==> src/etsc_pkg.sv <==
// Shared types, constants and helpers for the epoch-to-calendar converter.
// Used by etsc_ctrl, etsc_dp and the top level; depends on nothing else.
`default_nettype none

package etsc_pkg;

  // Width of the epoch count taken at the input
  localparam int unsigned EPOCH_WIDTH = 32;

  // Whole days since the base date (86400 exceeds 2^16)
  localparam int unsigned DAYS_W = EPOCH_WIDTH - 16;

  // Year counter, wide enough for the last year an epoch can reach
  localparam int unsigned YEAR_W =
    $clog2(((64'd1 << EPOCH_WIDTH) / 64'd31536000) + 64'd1972);

  // Output field widths
  localparam int unsigned YEAR_OUT_W = 12;
  localparam int unsigned MONTH_W    = 4;
  localparam int unsigned DAY_W      = 5;
  localparam int unsigned HOUR_W     = 5;
  localparam int unsigned MINUTE_W   = 6;
  localparam int unsigned SECOND_W   = 6;

  // A day is 128 * 675 seconds: drop the low seven bits, then divide the rest
  // by 675 through a rounded-up reciprocal, exact for every count that fits
  localparam int unsigned DAY_SHIFT   = 7;
  localparam int unsigned DAY_ODD_W   = 10;
  localparam int unsigned DAY_X_W     = EPOCH_WIDTH - DAY_SHIFT;
  localparam int unsigned DAY_K       = DAY_X_W + DAY_ODD_W;
  localparam int unsigned DAY_RECIP_W = DAY_X_W + 1;
  localparam int unsigned DAY_PROD_W  = DAY_X_W + DAY_RECIP_W;
  localparam logic [DAY_ODD_W-1:0]   DAY_ODD   = 10'd675;
  localparam logic [DAY_RECIP_W-1:0] DAY_RECIP =
    DAY_RECIP_W'(((64'd1 << DAY_K) + 64'd674) / 64'd675);

  // Second of day and minute of day
  localparam int unsigned SOD_W = DAY_ODD_W + DAY_SHIFT;
  localparam int unsigned MOD_W = 11;

  // Division by sixty through a rounded-up reciprocal, exact for any 17-bit value
  localparam int unsigned SIXTY_K       = 23;
  localparam int unsigned SIXTY_RECIP_W = 18;
  localparam int unsigned SOD_PROD_W    = SOD_W + SIXTY_RECIP_W;
  localparam logic [SIXTY_RECIP_W-1:0] SIXTY_RECIP =
    SIXTY_RECIP_W'(((64'd1 << SIXTY_K) + 64'd59) / 64'd60);
  localparam logic [SECOND_W-1:0] SIXTY = 6'd60;

  // Calendar constants
  localparam int unsigned      BASE_YEAR    = 1970;
  localparam logic [6:0]       BASE_MOD100  = 7'd70;
  localparam logic [8:0]       BASE_MOD400  = 9'd370;
  localparam logic [6:0]       LAST_MOD100  = 7'd99;
  localparam logic [8:0]       LAST_MOD400  = 9'd399;
  localparam logic [8:0]       DAYS_COMMON  = 9'd365;
  localparam logic [8:0]       DAYS_LEAP    = 9'd366;
  localparam logic [4:0]       FEB_BASE     = 5'd28;
  localparam logic [3:0]       LAST_MONTH   = 4'd11;

  // Datapath operations issued by the controller
  typedef enum logic [3:0] {
    OP_NONE,
    OP_LOAD_EPOCH,
    OP_DAY_DIV,
    OP_DAY_REM,
    OP_MIN_DIV,
    OP_HR_DIV,
    OP_YEAR_INIT,
    OP_YEAR_STEP,
    OP_MONTH_STEP,
    OP_FINISH
  } dp_op_e;

  // Status returned to the controller
  typedef struct packed {
    logic year_done;
    logic month_done;
  } dp_status_t;

  // Length of month m (0 is January)
  function automatic logic [4:0] month_days(input logic [3:0] m, input logic leap);
    logic [4:0] len;
    unique case (m) inside
      4'd1:                      len = FEB_BASE + {4'd0, leap};
      4'd3, 4'd5, 4'd8, 4'd10:   len = 5'd30;
      default:                   len = 5'd31;
    endcase
    return len;
  endfunction

endpackage

`default_nettype wire

==> src/etsc_ctrl.sv <==
// Sequencer for the epoch-to-calendar converter: time-of-day split, year walk,
// month walk. Depends on etsc_pkg; drives etsc_dp through an operation code.
`default_nettype none

module etsc_ctrl (
  input  wire                  clk_i,
  input  wire                  rst_ni,
  input  wire                  start_i,
  input  etsc_pkg::dp_status_t status_i,
  output etsc_pkg::dp_op_e     op_o,
  output logic                 busy_o
);
  import etsc_pkg::*;

  localparam logic [1:0] ST_IDLE  = 2'd0;
  localparam logic [1:0] ST_DIV   = 2'd1;
  localparam logic [1:0] ST_YEAR  = 2'd2;
  localparam logic [1:0] ST_MONTH = 2'd3;

  localparam logic [2:0] STEP_DAY_DIV   = 3'd0;
  localparam logic [2:0] STEP_DAY_REM   = 3'd1;
  localparam logic [2:0] STEP_MIN_DIV   = 3'd2;
  localparam logic [2:0] STEP_HR_DIV    = 3'd3;
  localparam logic [2:0] STEP_YEAR_INIT = 3'd4;

  logic [1:0] state_q, state_d;
  logic [2:0] step_q, step_d;

  // Next state and datapath operation
  always_comb begin
    state_d = state_q;
    step_d  = step_q;
    op_o    = OP_NONE;
    unique case (state_q)
      ST_IDLE: begin
        if (start_i) begin
          op_o    = OP_LOAD_EPOCH;
          step_d  = STEP_DAY_DIV;
          state_d = ST_DIV;
        end
      end
      ST_DIV: begin
        unique case (step_q)
          STEP_DAY_DIV: begin
            op_o   = OP_DAY_DIV;
            step_d = STEP_DAY_REM;
          end
          STEP_DAY_REM: begin
            op_o   = OP_DAY_REM;
            step_d = STEP_MIN_DIV;
          end
          STEP_MIN_DIV: begin
            op_o   = OP_MIN_DIV;
            step_d = STEP_HR_DIV;
          end
          STEP_HR_DIV: begin
            op_o   = OP_HR_DIV;
            step_d = STEP_YEAR_INIT;
          end
          default: begin
            op_o    = OP_YEAR_INIT;
            state_d = ST_YEAR;
          end
        endcase
      end
      ST_YEAR: begin
        if (status_i.year_done) begin
          state_d = ST_MONTH;
        end else begin
          op_o = OP_YEAR_STEP;
        end
      end
      default: begin
        if (status_i.month_done) begin
          op_o    = OP_FINISH;
          state_d = ST_IDLE;
        end else begin
          op_o = OP_MONTH_STEP;
        end
      end
    endcase
  end

  // Hold control state
  always_ff @(posedge clk_i or negedge rst_ni) begin
    if (!rst_ni) begin
      state_q <= ST_IDLE;
      step_q  <= STEP_DAY_DIV;
    end else begin
      state_q <= state_d;
      step_q  <= step_d;
    end
  end

  assign busy_o = (state_q != ST_IDLE);

endmodule

`default_nettype wire

==> src/etsc_dp.sv <==
// Datapath of the epoch-to-calendar converter: reciprocal constant division,
// year and month counters, result registers. Depends on etsc_pkg.
`default_nettype none

module etsc_dp (
  input  wire                               clk_i,
  input  wire                               rst_ni,
  input  etsc_pkg::dp_op_e                  op_i,
  input  wire  [etsc_pkg::EPOCH_WIDTH-1:0]  epoch_seconds_i,
  output etsc_pkg::dp_status_t              status_o,
  output logic                              done_o,
  output logic [etsc_pkg::YEAR_OUT_W-1:0]   year_o,
  output logic [etsc_pkg::MONTH_W-1:0]      month_o,
  output logic [etsc_pkg::DAY_W-1:0]        day_of_month_o,
  output logic [etsc_pkg::HOUR_W-1:0]       hour_o,
  output logic [etsc_pkg::MINUTE_W-1:0]     minute_o,
  output logic [etsc_pkg::SECOND_W-1:0]     second_o
);
  import etsc_pkg::*;

  logic [EPOCH_WIDTH-1:0] epoch_q;
  logic [DAYS_W-1:0]      days_q;
  logic [SOD_W-1:0]       sod_q;
  logic [MOD_W-1:0]       mod_q;
  logic [YEAR_W-1:0]      year_q;
  logic [6:0]             mod100_q;
  logic [8:0]             mod400_q;
  logic [3:0]             month_q;
  logic [SECOND_W-1:0]    sec_q;
  logic                   done_q;

  logic [DAYS_W-1:0] day_quot;
  logic [MOD_W-1:0]  min_quot;
  logic [HOUR_W-1:0] hour_quot;
  logic              leap;
  logic [8:0]        year_len;
  logic [4:0]        month_len;

  // Quotients by reciprocal multiplication
  assign day_quot  = DAYS_W'((DAY_PROD_W'(epoch_q[EPOCH_WIDTH-1:DAY_SHIFT]) *
                              DAY_PROD_W'(DAY_RECIP)) >> DAY_K);
  assign min_quot  = MOD_W'((SOD_PROD_W'(sod_q) * SOD_PROD_W'(SIXTY_RECIP)) >> SIXTY_K);
  assign hour_quot = HOUR_W'((SOD_PROD_W'(mod_q) * SOD_PROD_W'(SIXTY_RECIP)) >> SIXTY_K);

  // Gregorian leap rule from the running residues
  assign leap      = (year_q[1:0] == 2'b00) && ((mod100_q != '0) || (mod400_q == '0));
  assign year_len  = leap ? DAYS_LEAP : DAYS_COMMON;
  assign month_len = month_days(month_q, leap);

  assign status_o.year_done  = (days_q < DAYS_W'(year_len));
  assign status_o.month_done = (month_q == LAST_MONTH) || (days_q < DAYS_W'(month_len));

  // Work registers
  always_ff @(posedge clk_i) begin
    unique case (op_i)
      OP_LOAD_EPOCH: begin
        epoch_q <= epoch_seconds_i;
      end
      OP_DAY_DIV: begin
        days_q <= day_quot;
      end
      OP_DAY_REM: begin
        // remainder by 675 fits its low bits, then restore the dropped seconds
        sod_q <= {epoch_q[DAY_SHIFT +: DAY_ODD_W] - DAY_ODD_W'(days_q * DAY_ODD),
                  epoch_q[DAY_SHIFT-1:0]};
      end
      OP_MIN_DIV: begin
        mod_q <= min_quot;
      end
      OP_HR_DIV: begin
        sec_q  <= sod_q[SECOND_W-1:0] - SECOND_W'(mod_q * SIXTY);
        hour_o <= hour_quot;
      end
      OP_YEAR_INIT: begin
        minute_o <= mod_q[MINUTE_W-1:0] - MINUTE_W'(hour_o * SIXTY);
        year_q   <= YEAR_W'(BASE_YEAR);
        mod100_q <= BASE_MOD100;
        mod400_q <= BASE_MOD400;
        month_q  <= '0;
      end
      OP_YEAR_STEP: begin
        days_q   <= days_q - DAYS_W'(year_len);
        year_q   <= year_q + 1'b1;
        mod100_q <= (mod100_q == LAST_MOD100) ? '0 : mod100_q + 1'b1;
        mod400_q <= (mod400_q == LAST_MOD400) ? '0 : mod400_q + 1'b1;
      end
      OP_MONTH_STEP: begin
        days_q  <= days_q - DAYS_W'(month_len);
        month_q <= month_q + 1'b1;
      end
      OP_FINISH: begin
        year_o         <= year_q[YEAR_OUT_W-1:0];
        month_o        <= month_q + 1'b1;
        day_of_month_o <= days_q[DAY_W-1:0] + 1'b1;
        second_o       <= sec_q;
      end
      default: begin
      end
    endcase
  end

  // Strobe the result for one cycle
  always_ff @(posedge clk_i or negedge rst_ni) begin
    if (!rst_ni) begin
      done_q <= 1'b0;
    end else begin
      done_q <= (op_i == OP_FINISH);
    end
  end

  assign done_o = done_q;

endmodule

`default_nettype wire

==> src/epoch_seconds_to_calendar.sv <==
// Top level of the epoch-to-calendar converter: controller plus datapath.
// Depends on etsc_pkg, etsc_ctrl and etsc_dp.
//
// Converts an unsigned count of seconds since 1970-01-01 00:00:00 into
// Gregorian year, month, day, hour, minute and second. Pulse start while busy
// is low to hand over an item; busy stays high until the result appears.
// The result is shown for exactly one cycle with done_o high and is not held
// afterwards, so the receiver must take it in that cycle. The conversion loads
// the epoch, splits off days, seconds, minutes and hours by reciprocal
// multiplication, sets up the year counter, walks it year by year, switches
// to the month counter, walks it month by month after January and registers
// the result. With a 32-bit epoch the longest conversion is for December 2105.
// A new item may start in the cycle the previous result is shown.
`default_nettype none

module epoch_seconds_to_calendar (
  input  wire                               clk_i,
  input  wire                               rst_ni,
  input  wire                               start,
  output logic                              busy,
  input  wire  [etsc_pkg::EPOCH_WIDTH-1:0]  epoch_seconds_i,
  output logic                              done_o,
  output logic [etsc_pkg::YEAR_OUT_W-1:0]   year_o,
  output logic [etsc_pkg::MONTH_W-1:0]      month_o,
  output logic [etsc_pkg::DAY_W-1:0]        day_of_month_o,
  output logic [etsc_pkg::HOUR_W-1:0]       hour_o,
  output logic [etsc_pkg::MINUTE_W-1:0]     minute_o,
  output logic [etsc_pkg::SECOND_W-1:0]     second_o
);
  import etsc_pkg::*;

  dp_op_e     op;
  dp_status_t status;

  // Sequencer
  etsc_ctrl u_ctrl (
    .clk_i    (clk_i),
    .rst_ni   (rst_ni),
    .start_i  (start),
    .status_i (status),
    .op_o     (op),
    .busy_o   (busy)
  );

  // Arithmetic and result registers
  etsc_dp u_dp (
    .clk_i           (clk_i),
    .rst_ni          (rst_ni),
    .op_i            (op),
    .epoch_seconds_i (epoch_seconds_i),
    .status_o        (status),
    .done_o          (done_o),
    .year_o          (year_o),
    .month_o         (month_o),
    .day_of_month_o  (day_of_month_o),
    .hour_o          (hour_o),
    .minute_o        (minute_o),
    .second_o        (second_o)
  );

endmodule

`default_nettype wire
==> config.mk <==
export PLATFORM = sky130hd
export DESIGN_NAME = epoch_seconds_to_calendar
export DESIGN_NICKNAME = d
export VERILOG_FILES = /design/src/etsc_pkg.sv /design/src/etsc_ctrl.sv /design/src/etsc_dp.sv /design/src/epoch_seconds_to_calendar.sv
export SDC_FILE = /design/constraint.sdc
export NUM_CORES = 1
export LEC_CHECK = 0
export BUFFER_PORTS_ARGS = -buffer_cell sky130_fd_sc_hd__buf_2
export CORE_MARGIN = 3
export CORE_UTILIZATION = 68
export DETAILED_ROUTE_END_ITERATION = 10
export HOLD_SLACK_MARGIN = 0.1
export PLACE_DENSITY = 0.86
export SYNTH_ARGS = -nofsm -noshare
export SYNTH_HDL_FRONTEND = slang
export SYNTH_SLANG_ARGS = --single-unit
==> constraint.sdc <==
create_clock -name clk_i -period 14.6 [get_ports clk_i]
set_input_delay 0 -clock clk_i [delete_from_list [all_inputs] [get_ports clk_i]]
set_output_delay 0 -clock clk_i [all_outputs]
set_load 0.05 [all_outputs]
Word level (Yosys, flattened, before mapping)
Cells that the tools add are included.
Operators by class
  add/sub/neg operators: 11
  multipliers: 6
  order comparisons: 2
  eq/ne operators: 26
  multiplexer cells: 22
  reductions and logical operators: 18
Operators by type and width (number)
  multiplier 25 x 26 -> 51 bit, second input constant: 1
  case mux 16 bit (3 select lines): 1
  multiplier 17 x 18 -> 34 bit, second input constant: 1
  multiplier 11 x 18 -> 28 bit, second input constant: 1
  case mux 12 bit (2 select lines): 1
  case mux 3 bit (4 select lines): 2
  equality test 4 x 3 -> 1 bit, second input constant: 5
  equality test 4 bit, second input constant: 5
  case mux 9 bit (2 select lines): 1
  < comparator 16 x 5 -> 1 bit: 1
  < comparator 16 x 9 -> 1 bit: 1
  multiplier 16 x 10 -> 10 bit, second input constant: 1
  subtractor 16 x 5 -> 16 bit: 1
  subtractor 16 x 9 -> 16 bit: 1
  case mux 7 bit (2 select lines): 1
  adder 12 x 1 -> 12 bit, second input constant: 1
  equality test 4 x 2 -> 1 bit, second input constant: 3
  case mux 4 bit (3 select lines): 1
  subtractor 6 bit: 2
  multiplier 11 x 4 -> 4 bit, second input constant: 1
  2-to-1 mux 2 bit: 5
  case mux 5 bit (2 select lines): 1
  subtractor 10 bit: 1
  adder 9 x 1 -> 9 bit, second input constant: 1
  other kinds (33): 45
Storage, ports and cells
  flip-flop bits (word level): 158
  input bits: 35
  output and inout port bits: 40
  word-level logic and storage cells: 103

Logic depth before layout (Yosys ltp)
Gate-level depths: netlist of the first run.
  word-level depth: 11
  mapped depth: 25
  gate-level depth less buffers: 25

By module
A second synthesis of the first run with hierarchy kept.
Unflattened totals
  cells, all modules: 2136
  area, all modules: 22482.8 µm²
Modules (own cells, without submodules)
  etsc_dp: instances 1, cells each 2087, area an instance 22106.2 µm², sequential area each 4589.4 µm²
  etsc_ctrl: instances 1, cells each 49, area an instance 376.6 µm², sequential area each 125.1 µm²

Worst setup path after synthesis of the first run
No wires, ideal clock.
  path type: register -> register
  start: register u_dp.epoch_q[24]
  end: register u_dp.days_q[7] (data pin)
  library setup time: 0.267 ns
  arrival time: 6.222 ns
  data required time: 14.333 ns
  setup slack: 8.111 ns
  cell stages (with the launch flop): 20
  path buffers: 0
  period minus slack after synthesis: 6.489 ns
  cells stage by stage: edfxtp_1 fa_1 ha_1 fa_1 fa_1 fa_1 fa_1 inv_1 fa_1 inv_1 ha_1 a21oi_1 o21ai_0 a2111oi_0 o21ai_0 o211ai_1 nand3b_1 a221oi_1 xor2_1 o22ai_1
Between the ends
  longest elaborated chain between the ends: 2
RTL lines
  from (decl): RTL line etsc_dp.sv:21  | logic [EPOCH_WIDTH-1:0] epoch_q;
  from (signal assigned): RTL line etsc_dp.sv:57  | epoch_q <= epoch_seconds_i;
  multiplier 25 x 26 -> 51 bit: RTL line etsc_dp.sv:40  | assign day_quot = DAYS_W'((DAY_PROD_W'(epoch_q[EPOCH_WIDTH-1:DAY_SHIFT]) *
  case mux 16 bit (3 select lines): RTL line etsc_dp.sv:55  | unique case (op_i)
  to (signal assigned): RTL line etsc_dp.sv:60  | days_q <= day_quot;
  to (signal assigned): RTL line etsc_dp.sv:82  | days_q <= days_q - DAYS_W'(year_len);
  to (signal assigned): RTL line etsc_dp.sv:88  | days_q <= days_q - DAYS_W'(month_len);
  to (decl): RTL line etsc_dp.sv:22  | logic [DAYS_W-1:0] days_q;
No other way between the ends.
A chain may end at the register's enable or synchronous reset.

Final worst setup path of the first run
Ends and elaborated chain as after synthesis.

==> impl_metrics.py, run 1 <==
metrics = {
    "setup_path": {
        "cp.required_ps": 14770,
        "r2r_cells": 19,
        "cpMostUsedCell": "fa_1",
        "critPathArrivalTime_ps": 7590,
        "crit_path_start_kind": "register",
        "path_buf_inv": 2,
        "critical_path_class": "register to register",
        "slowest_delay_ps": 680,
        "worstReg2RegEnd": "u_dp.days_q[7]",
        "endpoint_kind": "register",
        "endpoint": "u_dp.days_q[7]",
        "crit_family": "adder cells",
        "cp-startpoint": "u_dp.epoch_q[24]",
        "r2r_start": "u_dp.epoch_q[24]",
        "crit_cells": 19,
        "r2r_setup_slack_ps": 7190,
        "worst-path-max-fanout": 10,
        "cp_cell_sequence": "fa_1 > ha_1 > fa_1 > fa_1 > fa_1 > fa_1 > inv_1 > fa_1 > inv_1 > ha_1 > a21oi_1 > o21ai_0 > a2111oi_0 > o21ai_0 > o211ai_1 > nand3b_1 > a221oi_1 > xor2_1 > o22ai_1",
        "slowest_stage": "edfxtp_1",
    },
    "global_route": {
        "grt_overflow": 0,
        "grt_pass1_vias": 16700,
        "grt_max_degree": 33,
        "grt_use_total_pct": 30.3,
        "grt_pass1_wl_um": 81200,
        "antenna_found_initial": 0,
    },
    "clock_network": {
        "cts.sinks": 158,
        "cts_max_level": 4,
        "postCtsSetupBuffers": 0,
        "path_clk_slew_ps": 70,
        "cts_tree": "built",
        "clockBufferDepth": 2,
        "cts_root_buf": "clkbuf_16",
        "numCtsBuffers": 17,
        "insertion_delay_ps": 460,
    },
    "route": {
        "wl_per_cell_um": 18.8,
        "viasPerCell": 5.83,
        "ant_nets": 0,
        "vias": 15100,
        "drt-total-wl_um": 48800,
        "drt-pass1-iter-count": 7,
        "drt_iter0_markers": 982,
        "drc": 0,
    },
    "logic_synthesis": {
        "synth-edff-count": 152,
        "yosys.area.top_type_share_pct": 29.6,
        "synth_nets": 2866,
        "synth_ff_type": "edfxtp_1",
        "netlist_area_um2": 21900,
        "synth_top_area_cell": "ha_1",
        "ys_seq_area_share_pct": 21.5,
        "yosysWarnings": 0,
        "yosys-top-cells-area": "ha_1 (30%), fa_1 (23%), edfxtp_1 (21%)",
        "avgSynthCellArea_um2": 10.6,
        "syn_inst": 2063,
        "ys_types": 69,
        "async_reset_ff_share_pct": 3.80,
        "ys_ff_latch": 158,
    },
    "timing": {
        "slew_viol_final": 0,
        "final.period_utilization_pct": 50.8,
        "min_period_ps": 7410,
        "setup_viol": 0,
        "rsz0062_at_grt": "false",
        "fin_setup_tns_ps": 0,
        "tightest_slew_ps": 1120,
        "slew-limit-headroom_pct": 24.8,
        "fmax_mhz": 135,
        "final_hold_viol_count": 0,
        "skew_ps": 15.1,
    },
    "cells_and_area": {
        "layout_commonest_cell": "inv_1",
        "layout_common_cells": "inv_1 (535), ha_1 (518), fa_1 (250)",
        "final_core_util_pct": 74.9,
        "antenna_cells": 0,
        "fin_nets": 2981,
        "nFillCells": 2048,
        "drive_gt1_share_pct": 5.98,
        "area_delta_synth_final_pct": 8.21,
    },
    "floorplan": {
        "die_h_um": 185,
        "ioPinCount": 75,
        "coreArea_um2": 31600,
        "start_util_pct": 69.2,
        "fp.dieArea_um2": 34400,
        "dieWidth_um": 185,
        "rows": 65,
    },
    "placed_design": {
        "hpwl_um": 40200,
        "port_buffers": 74,
        "gp_congestion": 0.960,
    },
    "hold_path": {
        "min_path_type": "input port to register",
    },
    "status": {
        "run_status": "finished, final reports clean",
    },
    "run": {
        "drv_cap": 0,
    },
}
## synth_stat cells, drive strengths merged (7+ instances only)
master  instances
a21o           23
a21oi          75
a31oi          10
and3           15
clkbuf         14
edfxtp        152
fa            250
ha            518
inv           535
nand2          56
nand3          34
nand4          10
nor2           60
nor2b           7
nor3           18
nor4            7
o211ai          7
o21ai          52
o21bai          8
o22ai          13
or3            10
xnor2          52
xor2           27
## flip-flops by register name (all words and copies together) (netlist names), 7 cells and up
| name | flops |
|---|---|
| u_dp.days_q | 16 |
| u_dp.epoch_q | 32 |
| u_dp.mod100_q | 7 |
| u_dp.mod400_q | 9 |
| u_dp.mod_q | 11 |
| u_dp.sod_q | 17 |
| u_dp.year_o | 12 |
| u_dp.year_q | 12 |
## routing by layer
metal / GRT usage, % / wire, um / vias up / part of all wire (%)
met5: 0 / 0 / - / 0
met4: 12.4 / 1960 / 0 / 4.0
met3: 4.54 / 2200 / 142 / 4.5
met2: 56.1 / 25700 / 469 / 53
met1: 35.2 / 18900 / 7453 / 39
li1: - / - / 7061 / -
## layout make-up
type / count / area, um2 / area share [%]
multi-input cells: 1352 / 15100 / 63.8
flip-flops and latches: 158 / 4710 / 19.9
inverters: 535 / 2010 / 8.48
repair buffers: 114 / 758 / 3.20
well taps: 402 / 503 / 2.12
clock buffers: 19 / 433 / 1.83
clock inverters: 13 / 154 / 0.650
## how the worst min path moves through the flow
| stage | startpoint | endpoint | slack, ps | cells after the start |
|---|---|---|---|---|
| floorplan | rst_ni | u_ctrl.state_q[0] | -300 | 0 |
| global placement | rst_ni | u_dp.done_o | -160 | 1 |
| detailed placement | rst_ni | u_dp.done_o | -160 | 1 |
| CTS | epoch_seconds_i[18] | u_dp.epoch_q[18] | 230 | 2 |
| global route | epoch_seconds_i[14] | u_dp.epoch_q[14] | 250 | 2 |
| finish | epoch_seconds_i[11] | u_dp.epoch_q[11] | 250 | 2 |
## stage by stage
step                cell area, um2  setup slack (ps)  instances  hold WS (ps)
global route                 23700              6860       2593           246
floorplan                    21900              8110       2063          -296
detailed placement           22700              7240       2526          -159
finish                       23700              7190       2593           247
CTS                          23700              7210       2593           226
global placement             22700              7590       2526          -160
## timing repair
| item | CTS | global route |
|---|---|---|
| hold endpoints to repair | 39 | 0 |
| hold buffers | 35 | 0 |
| resized for setup | 0 | 0 |
## kinds of logic (layout without fill, tap and decap cells)
kind of cell | after synthesis | in the layout | share of synthesized area [%]
adders and majority gates | 768 | 768 | 52.5
buffers and inverters | 553 | 681 | 9.51
xor gates and xnor gates | 79 | 79 | 3.16
muxes | 1 | 1 | 0.0514
AOI/OAI and AO/OA | 249 | 249 | 7.39
and+or+nand+nor | 255 | 255 | 5.88
DFF | 158 | 158 | 21.5
Power of run 1 is left out: the tool's default activity adds up to more than one toggle a clock period on the data nets, which glitch-free logic cannot reach.
==> run 2, diff against run 1 <==
--- a/config.mk
+++ b/config.mk
@@ -7,10 +7,10 @@
 export LEC_CHECK = 0
 export BUFFER_PORTS_ARGS = -buffer_cell sky130_fd_sc_hd__buf_2
 export CORE_MARGIN = 3
-export CORE_UTILIZATION = 68
+export CORE_UTILIZATION = 59
 export DETAILED_ROUTE_END_ITERATION = 10
 export HOLD_SLACK_MARGIN = 0.1
-export PLACE_DENSITY = 0.86
+export PLACE_DENSITY = 0.79
 export SYNTH_ARGS = -nofsm -noshare
 export SYNTH_HDL_FRONTEND = slang
 export SYNTH_SLANG_ARGS = --single-unit
==> constraint.sdc (replaced) <==
create_clock -name clk_i -period 6.5 [get_ports clk_i]
set_input_delay 0 -clock clk_i [delete_from_list [all_inputs] [get_ports clk_i]]
set_output_delay 0 -clock clk_i [all_outputs]
set_load 0.05 [all_outputs]
==> run 2 against run 1 <==
Compared with the run above: non-clock buffer count is 69 higher; clock-buffer cell count down 2; maximum frequency increased by 16%; register-to-register slack lost 7100 ps; critical path depth grew 5; via count grew 0.29%; first-iteration DRC count decreased by 18%; design area rose by 3.8%; die area is 15% higher; hold slack worse by 17 ps; flip-flop and latch count is the same; routed wire length up 1.2%; critical path type unchanged.
==> impl_metrics.py, run 2 (synthesized netlist as in run 1, its figures left out) <==
metrics = {
    "cells_and_area": {
        "largest_reg_flops": 32,
        "drive_gt1_share_pct": 10.7,
        "reg.largest.list": "u_dp.epoch_q (32), u_dp.sod_q (17), u_dp.days_q (16)",
        "final_core_util_pct": 68.1,
        "layout_common_cells": "inv_1 (533), ha_1 (500), fa_1 (245)",
        "fin_nets": 3050,
        "fin_cells": 2721,
        "antenna_cells": 0,
        "nFillCells": 2611,
        "layout_commonest_cell": "inv_1",
        "largest-register": "u_dp.epoch_q",
        "area_delta_synth_final_pct": 12.3,
    },
    "route": {
        "drc": 0,
        "vias": 15200,
        "ant_nets": 0,
        "drt-pass1-iter-count": 5,
        "drt-total-wl_um": 49300,
        "drt_iter0_markers": 803,
        "viasPerCell": 5.57,
        "wl_per_cell_um": 18.1,
    },
    "timing": {
        "min_period_ps": 6410,
        "final.period_utilization_pct": 98.5,
        "skew_ps": 20.3,
        "final_hold_viol_count": 0,
        "fmax_mhz": 156,
        "setup_viol": 0,
        "tightest_slew_ps": 1200,
        "slew-limit-headroom_pct": 20.2,
        "slew_viol_final": 0,
    },
    "clock_network": {
        "cts_max_level": 4,
        "numCtsBuffers": 17,
        "path_clk_slew_ps": 80,
        "cts_root_buf": "clkbuf_16",
        "cts.sinks": 158,
        "cts_tree": "built",
        "clockBufferDepth": 2,
        "insertion_delay_ps": 470,
    },
    "floorplan": {
        "dieWidth_um": 199,
        "start_util_pct": 60.7,
        "die_h_um": 199,
        "fp.dieArea_um2": 39400,
        "rows": 69,
        "ioPinCount": 75,
        "coreArea_um2": 36100,
    },
    "setup_path": {
        "path_buf_inv": 7,
        "endpoint_kind": "register",
        "crit_family": "adder cells",
        "slowest_stage": "edfxtp_1",
        "crit_path_start_kind": "register",
        "slowest_delay_ps": 560,
        "worst-path-max-fanout": 5,
        "critical_path_class": "register to register",
        "cp_cell_sequence": "fa_2 > ha_1 > inv_1 > fa_1 > inv_1 > fa_2 > inv_1 > fa_1 > fa_1 > fa_1 > inv_1 > ha_4 > nand2_2 > nor2_4 > buf_4 > a21oi_1 > o21ai_1 > o211ai_1 > buf_4 > nand3b_1 > buf_4 > a31oi_1 > xor2_1 > o221ai_1",
        "cp.required_ps": 6670,
        "critPathArrivalTime_ps": 6580,
    },
    "global_route": {
        "grt.busiest_layer": "met2",
        "grt_util_met3_pct": 3.49,
        "grt_pass1_wl_um": 80100,
        "antenna_found_initial": 0,
        "grt_overflow": 0,
        "grt_use_total_pct": 25.9,
        "grt_pass1_vias": 16200,
        "grt_max_degree": 33,
        "gr-usage-met1_pct": 32.1,
        "met2_usage_pct": 47.3,
    },
    "status": {
        "run_status": "finished, final reports clean",
    },
    "run": {
        "drv_cap": 0,
    },
    "placed_design": {
        "gp_congestion": 0.944,
        "dp.cells": 2634,
        "hpwl_um": 40200,
        "port_buffers": 74,
    },
    "hold_path": {
        "min_path_type": "input port to register",
    },
}
-- run 2: cell types whose count changed in the layout (fill, tap and decap cells not counted), moves of 4 or more --
cell	previous run	this run
fa_2	0	5
buf_6	0	5
inv_8	1	5
inv_6	7	1
o21ai_0	49	45
a21oi_1	74	67
buf_4	5	68
ha_1	518	500
fa_1	250	245
clkinv_8	0	5
a21oi_2	1	8
ha_2	0	6
ha_4	0	12
-- run 2: what timing repair did --
item,CTS,global route
hold buffers,35,0
gates resized for setup,5,47
buffers inserted,2,18
endpoints found under the hold margin,39,0
pin swaps,2,33
setup endpoints to repair,11,14
-- run 2: final timing paths --
kind / end / slack, ps / cells past startpoint / from
min in group asynchronous: u_ctrl.state_q[0] / 500 / 3 / rst_ni
max reg2reg: u_dp.days_q[9] / 90 / 24 / u_dp.epoch_q[17]
min reg2reg: u_dp.sod_q[5] / 420 / 0 / u_dp.epoch_q[5]
max in group asynchronous: u_ctrl.step_q[2] / 5750 / 3 / rst_ni
min: u_dp.epoch_q[28] / 230 / 2 / epoch_seconds_i[28]
max: u_dp.days_q[9] / 90 / 24 / u_dp.epoch_q[17]
-- run 2: cell type report --
| cell class | instances | area, um2 | area share [%] |
|---|---|---|---|
| clock inverters | 15 | 188 | 0.764 |
| inverters | 535 | 2010 | 8.17 |
| well taps | 461 | 577 | 2.35 |
| flip-flops and latches | 158 | 4710 | 19.2 |
| clock buffers | 17 | 425 | 1.73 |
| multi-input cells | 1352 | 15400 | 62.5 |
| repair buffers | 183 | 1310 | 5.32 |
-- run 2: metrics by stage --
| stage | setup slack [ps] | hold WS [ps] | cell area [um2] | TNS [ps] |
|---|---|---|---|---|
| after floorplan | 10.6 | -296 | 21900 | 0 |
| after global placement | -40.1 | -159 | 23200 | -95.7 |
| after detailed placement | -191 | -157 | 23200 | -856 |
| after CTS | 7.71 | 216 | 24200 | 0 |
| after global routing | -88.4 | 227 | 24600 | -416 |
| final | 94.3 | 230 | 24600 | 0 |
-- run 2: layer usage --
metal  vias up  share of wire [%]
li1       7206                  -
met5         -                  0
met1      7464                 41
met4         0                2.4
met2       409                 52
met3        90                4.8
Power of run 2 is left out for the same reason.
==> run 3, diff against run 2 <==
--- a/config.mk
+++ b/config.mk
@@ -7,10 +7,9 @@
 export LEC_CHECK = 0
 export BUFFER_PORTS_ARGS = -buffer_cell sky130_fd_sc_hd__buf_2
 export CORE_MARGIN = 3
-export CORE_UTILIZATION = 59
+export CORE_UTILIZATION = 45
 export DETAILED_ROUTE_END_ITERATION = 10
 export HOLD_SLACK_MARGIN = 0.1
-export PLACE_DENSITY = 0.79
 export SYNTH_ARGS = -nofsm -noshare
 export SYNTH_HDL_FRONTEND = slang
 export SYNTH_SLANG_ARGS = --single-unit
==> run 3 against run 2 <==
Compared with the run above: clock-buffer cell count increased by 1; clock skew decreased by 4.5 ps; first-iteration DRC count decreased by 18%; hold slack got worse by 5.6 ps; maximum frequency increased by 1.3%; die area increased by 30%; critical endpoint is now u_dp.days_q[7].
==> impl_metrics.py, run 3 (synthesized netlist as in run 1, its figures left out) <==
metrics = {
    "clock_network": {
        "clockBufferDepth": 2,
        "insertion_delay_ps": 480,
        "cts_root_buf": "clkbuf_16",
        "numCtsBuffers": 17,
        "path_clk_slew_ps": 80,
        "cts.sinks": 158,
        "cts_max_level": 4,
        "cts_tree": "built",
    },
    "cells_and_area": {
        "largest-register": "u_dp.epoch_q",
        "layout_commonest_cell": "inv_1",
        "seq_area_um2": 4710,
        "multiInputGateArea_um2": 15400,
        "largest_reg_flops": 32,
        "nFillCells": 4275,
        "antenna_cells": 0,
        "drive_gt1_share_pct": 11.6,
        "reg.largest.list": "u_dp.epoch_q (32), u_dp.sod_q (17), u_dp.days_q (16)",
        "fin_nets": 3069,
        "final_core_util_pct": 52.2,
        "fin_cells": 2894,
        "area_delta_synth_final_pct": 14.1,
        "layout_common_cells": "inv_1 (533), ha_1 (503), fa_1 (245)",
    },
    "floorplan": {
        "fp.dieArea_um2": 51300,
        "die_h_um": 227,
        "ioPinCount": 75,
        "start_util_pct": 45.7,
        "coreArea_um2": 47800,
        "dieWidth_um": 227,
        "rows": 80,
    },
    "setup_path": {
        "cp-startpoint": "u_dp.epoch_q[27]",
        "slowest_stage": "fa_2",
        "crit_path_start_kind": "register",
        "cp.required_ps": 6690,
        "critPathArrivalTime_ps": 6520,
        "r2r_cells": 23,
        "crit_family": "adder cells",
        "cp_cell_sequence": "fa_2 > ha_1 > inv_1 > fa_1 > fa_1 > inv_1 > fa_1 > inv_1 > fa_2 > inv_1 > fa_1 > ha_1 > a21o_1 > a21o_1 > a21oi_2 > nor2_1 > o21ai_1 > buf_4 > nand3b_1 > a221oi_2 > buf_4 > xor2_1 > o22ai_1",
        "r2r_setup_slack_ps": 180,
        "worstReg2RegEnd": "u_dp.days_q[7]",
        "worst-path-max-fanout": 5,
        "path_buf_inv": 6,
        "r2r_start": "u_dp.epoch_q[27]",
        "crit_cells": 23,
        "endpoint": "u_dp.days_q[7]",
        "endpoint_kind": "register",
        "critical_path_class": "register to register",
        "slowest_delay_ps": 610,
    },
    "global_route": {
        "grt_overflow": 0,
        "grt_max_degree": 29,
        "grt_pass1_wl_um": 80100,
        "antenna_found_initial": 0,
        "grt_use_total_pct": 20.2,
        "grt_pass1_vias": 15700,
    },
    "timing": {
        "final.period_utilization_pct": 97.3,
        "setup_viol": 0,
        "slew_viol_final": 0,
        "fmax_mhz": 158,
        "tightest_slew_ps": 1220,
        "final_hold_viol_count": 0,
        "skew_ps": 15.8,
        "rsz0062_at_grt": "true",
        "fin_hold_ws_ps": 224,
        "fin_setup_tns_ps": 0,
        "min_period_ps": 6320,
        "slew-limit-headroom_pct": 18.4,
    },
    "placed_design": {
        "hpwl_um": 41600,
        "gp_congestion": 0.876,
        "port_buffers": 74,
        "dp.cells": 2804,
    },
    "run": {
        "drv_cap": 0,
    },
    "route": {
        "drt-total-wl_um": 49400,
        "viasPerCell": 5.08,
        "ant_nets": 0,
        "vias": 14700,
        "drt_iter0_markers": 658,
        "wl_per_cell_um": 17.1,
        "drt-pass1-iter-count": 5,
        "drc": 0,
    },
    "hold_path": {
        "min_path_type": "input port to register",
    },
    "status": {
        "run_status": "finished, final reports clean",
    },
}
## run 3: changes by cell type in the layout (fill, tap and decap cells not counted), moves of 2 or more
cell	change
a21oi_1	-2
buf_4	+17
clkinv_8	-3
ha_1	+3
ha_2	-3
inv_6	+3
## run 3: what timing repair did
| action | CTS | global route |
|---|---|---|
| setup buffers | 1 | 23 |
| gates resized for setup | 6 | 52 |
| gates cloned | 0 | 0 |
| hold buffers | 35 | 0 |
| endpoints found under the setup margin | 11 | 14 |
| hold endpoints to repair | 40 | 0 |
| pin swaps | 9 | 39 |
## run 3: metrics by stage
| step | worst slack [ps] | instance area (um2) |
|---|---|---|
| 4_1_cts | 5.63 | 24500 |
| 2_1_floorplan | 10.6 | 21900 |
| 3_5_place_dp | -220 | 23500 |
| 3_3_place_gp | -101 | 23500 |
| 5_1_grt | -137 | 25000 |
| 6_report | 178 | 25000 |
## run 3: routing by layer
layer	global-route usage (%)	part of all wire (%)	vias to the layer above
li1	-	-	7241
met1	25.8	45	7225
met2	35.6	51	195
met3	3.28	2.7	51
met4	5.07	1.8	0
met5	0	0	-
## run 3: cell type report
class                      instances  area share, %
inverter                         535           8.04
timing repair buffer             202           5.87
sequential                       158           18.9
multi-input combinational       1352           61.7
clock buffer                      18           1.72
clock inverter                    14          0.672
tap                              615           3.08
## run 3: worst min path at each step
stage	startpoint	to	slack, ps	cells past startpoint
floorplan	rst_ni	u_ctrl.state_q[0]	-300	0
global placement	rst_ni	u_dp.done_o	-140	1
detailed placement	rst_ni	u_dp.done_o	-130	1
CTS	epoch_seconds_i[27]	u_dp.epoch_q[27]	180	2
global route	epoch_seconds_i[16]	u_dp.epoch_q[16]	200	2
finish	epoch_seconds_i[26]	u_dp.epoch_q[26]	220	2
## run 3: worst reg2reg max path, cell delays in order (launching register included)
cell	delay [ps]
edfxtp_1	540
fa_2	610
ha_1	220
inv_1	70
fa_1	440
fa_1	550
inv_1	60
fa_1	530
inv_1	60
fa_2	550
inv_1	50
fa_1	420
ha_1	300
a21o_1	170
a21o_1	190
a21oi_2	130
nor2_1	60
o21ai_1	150
buf_4	170
nand3b_1	110
a221oi_2	240
buf_4	170
xor2_1	160
o22ai_1	90
Power of run 3 is left out for the same reason.
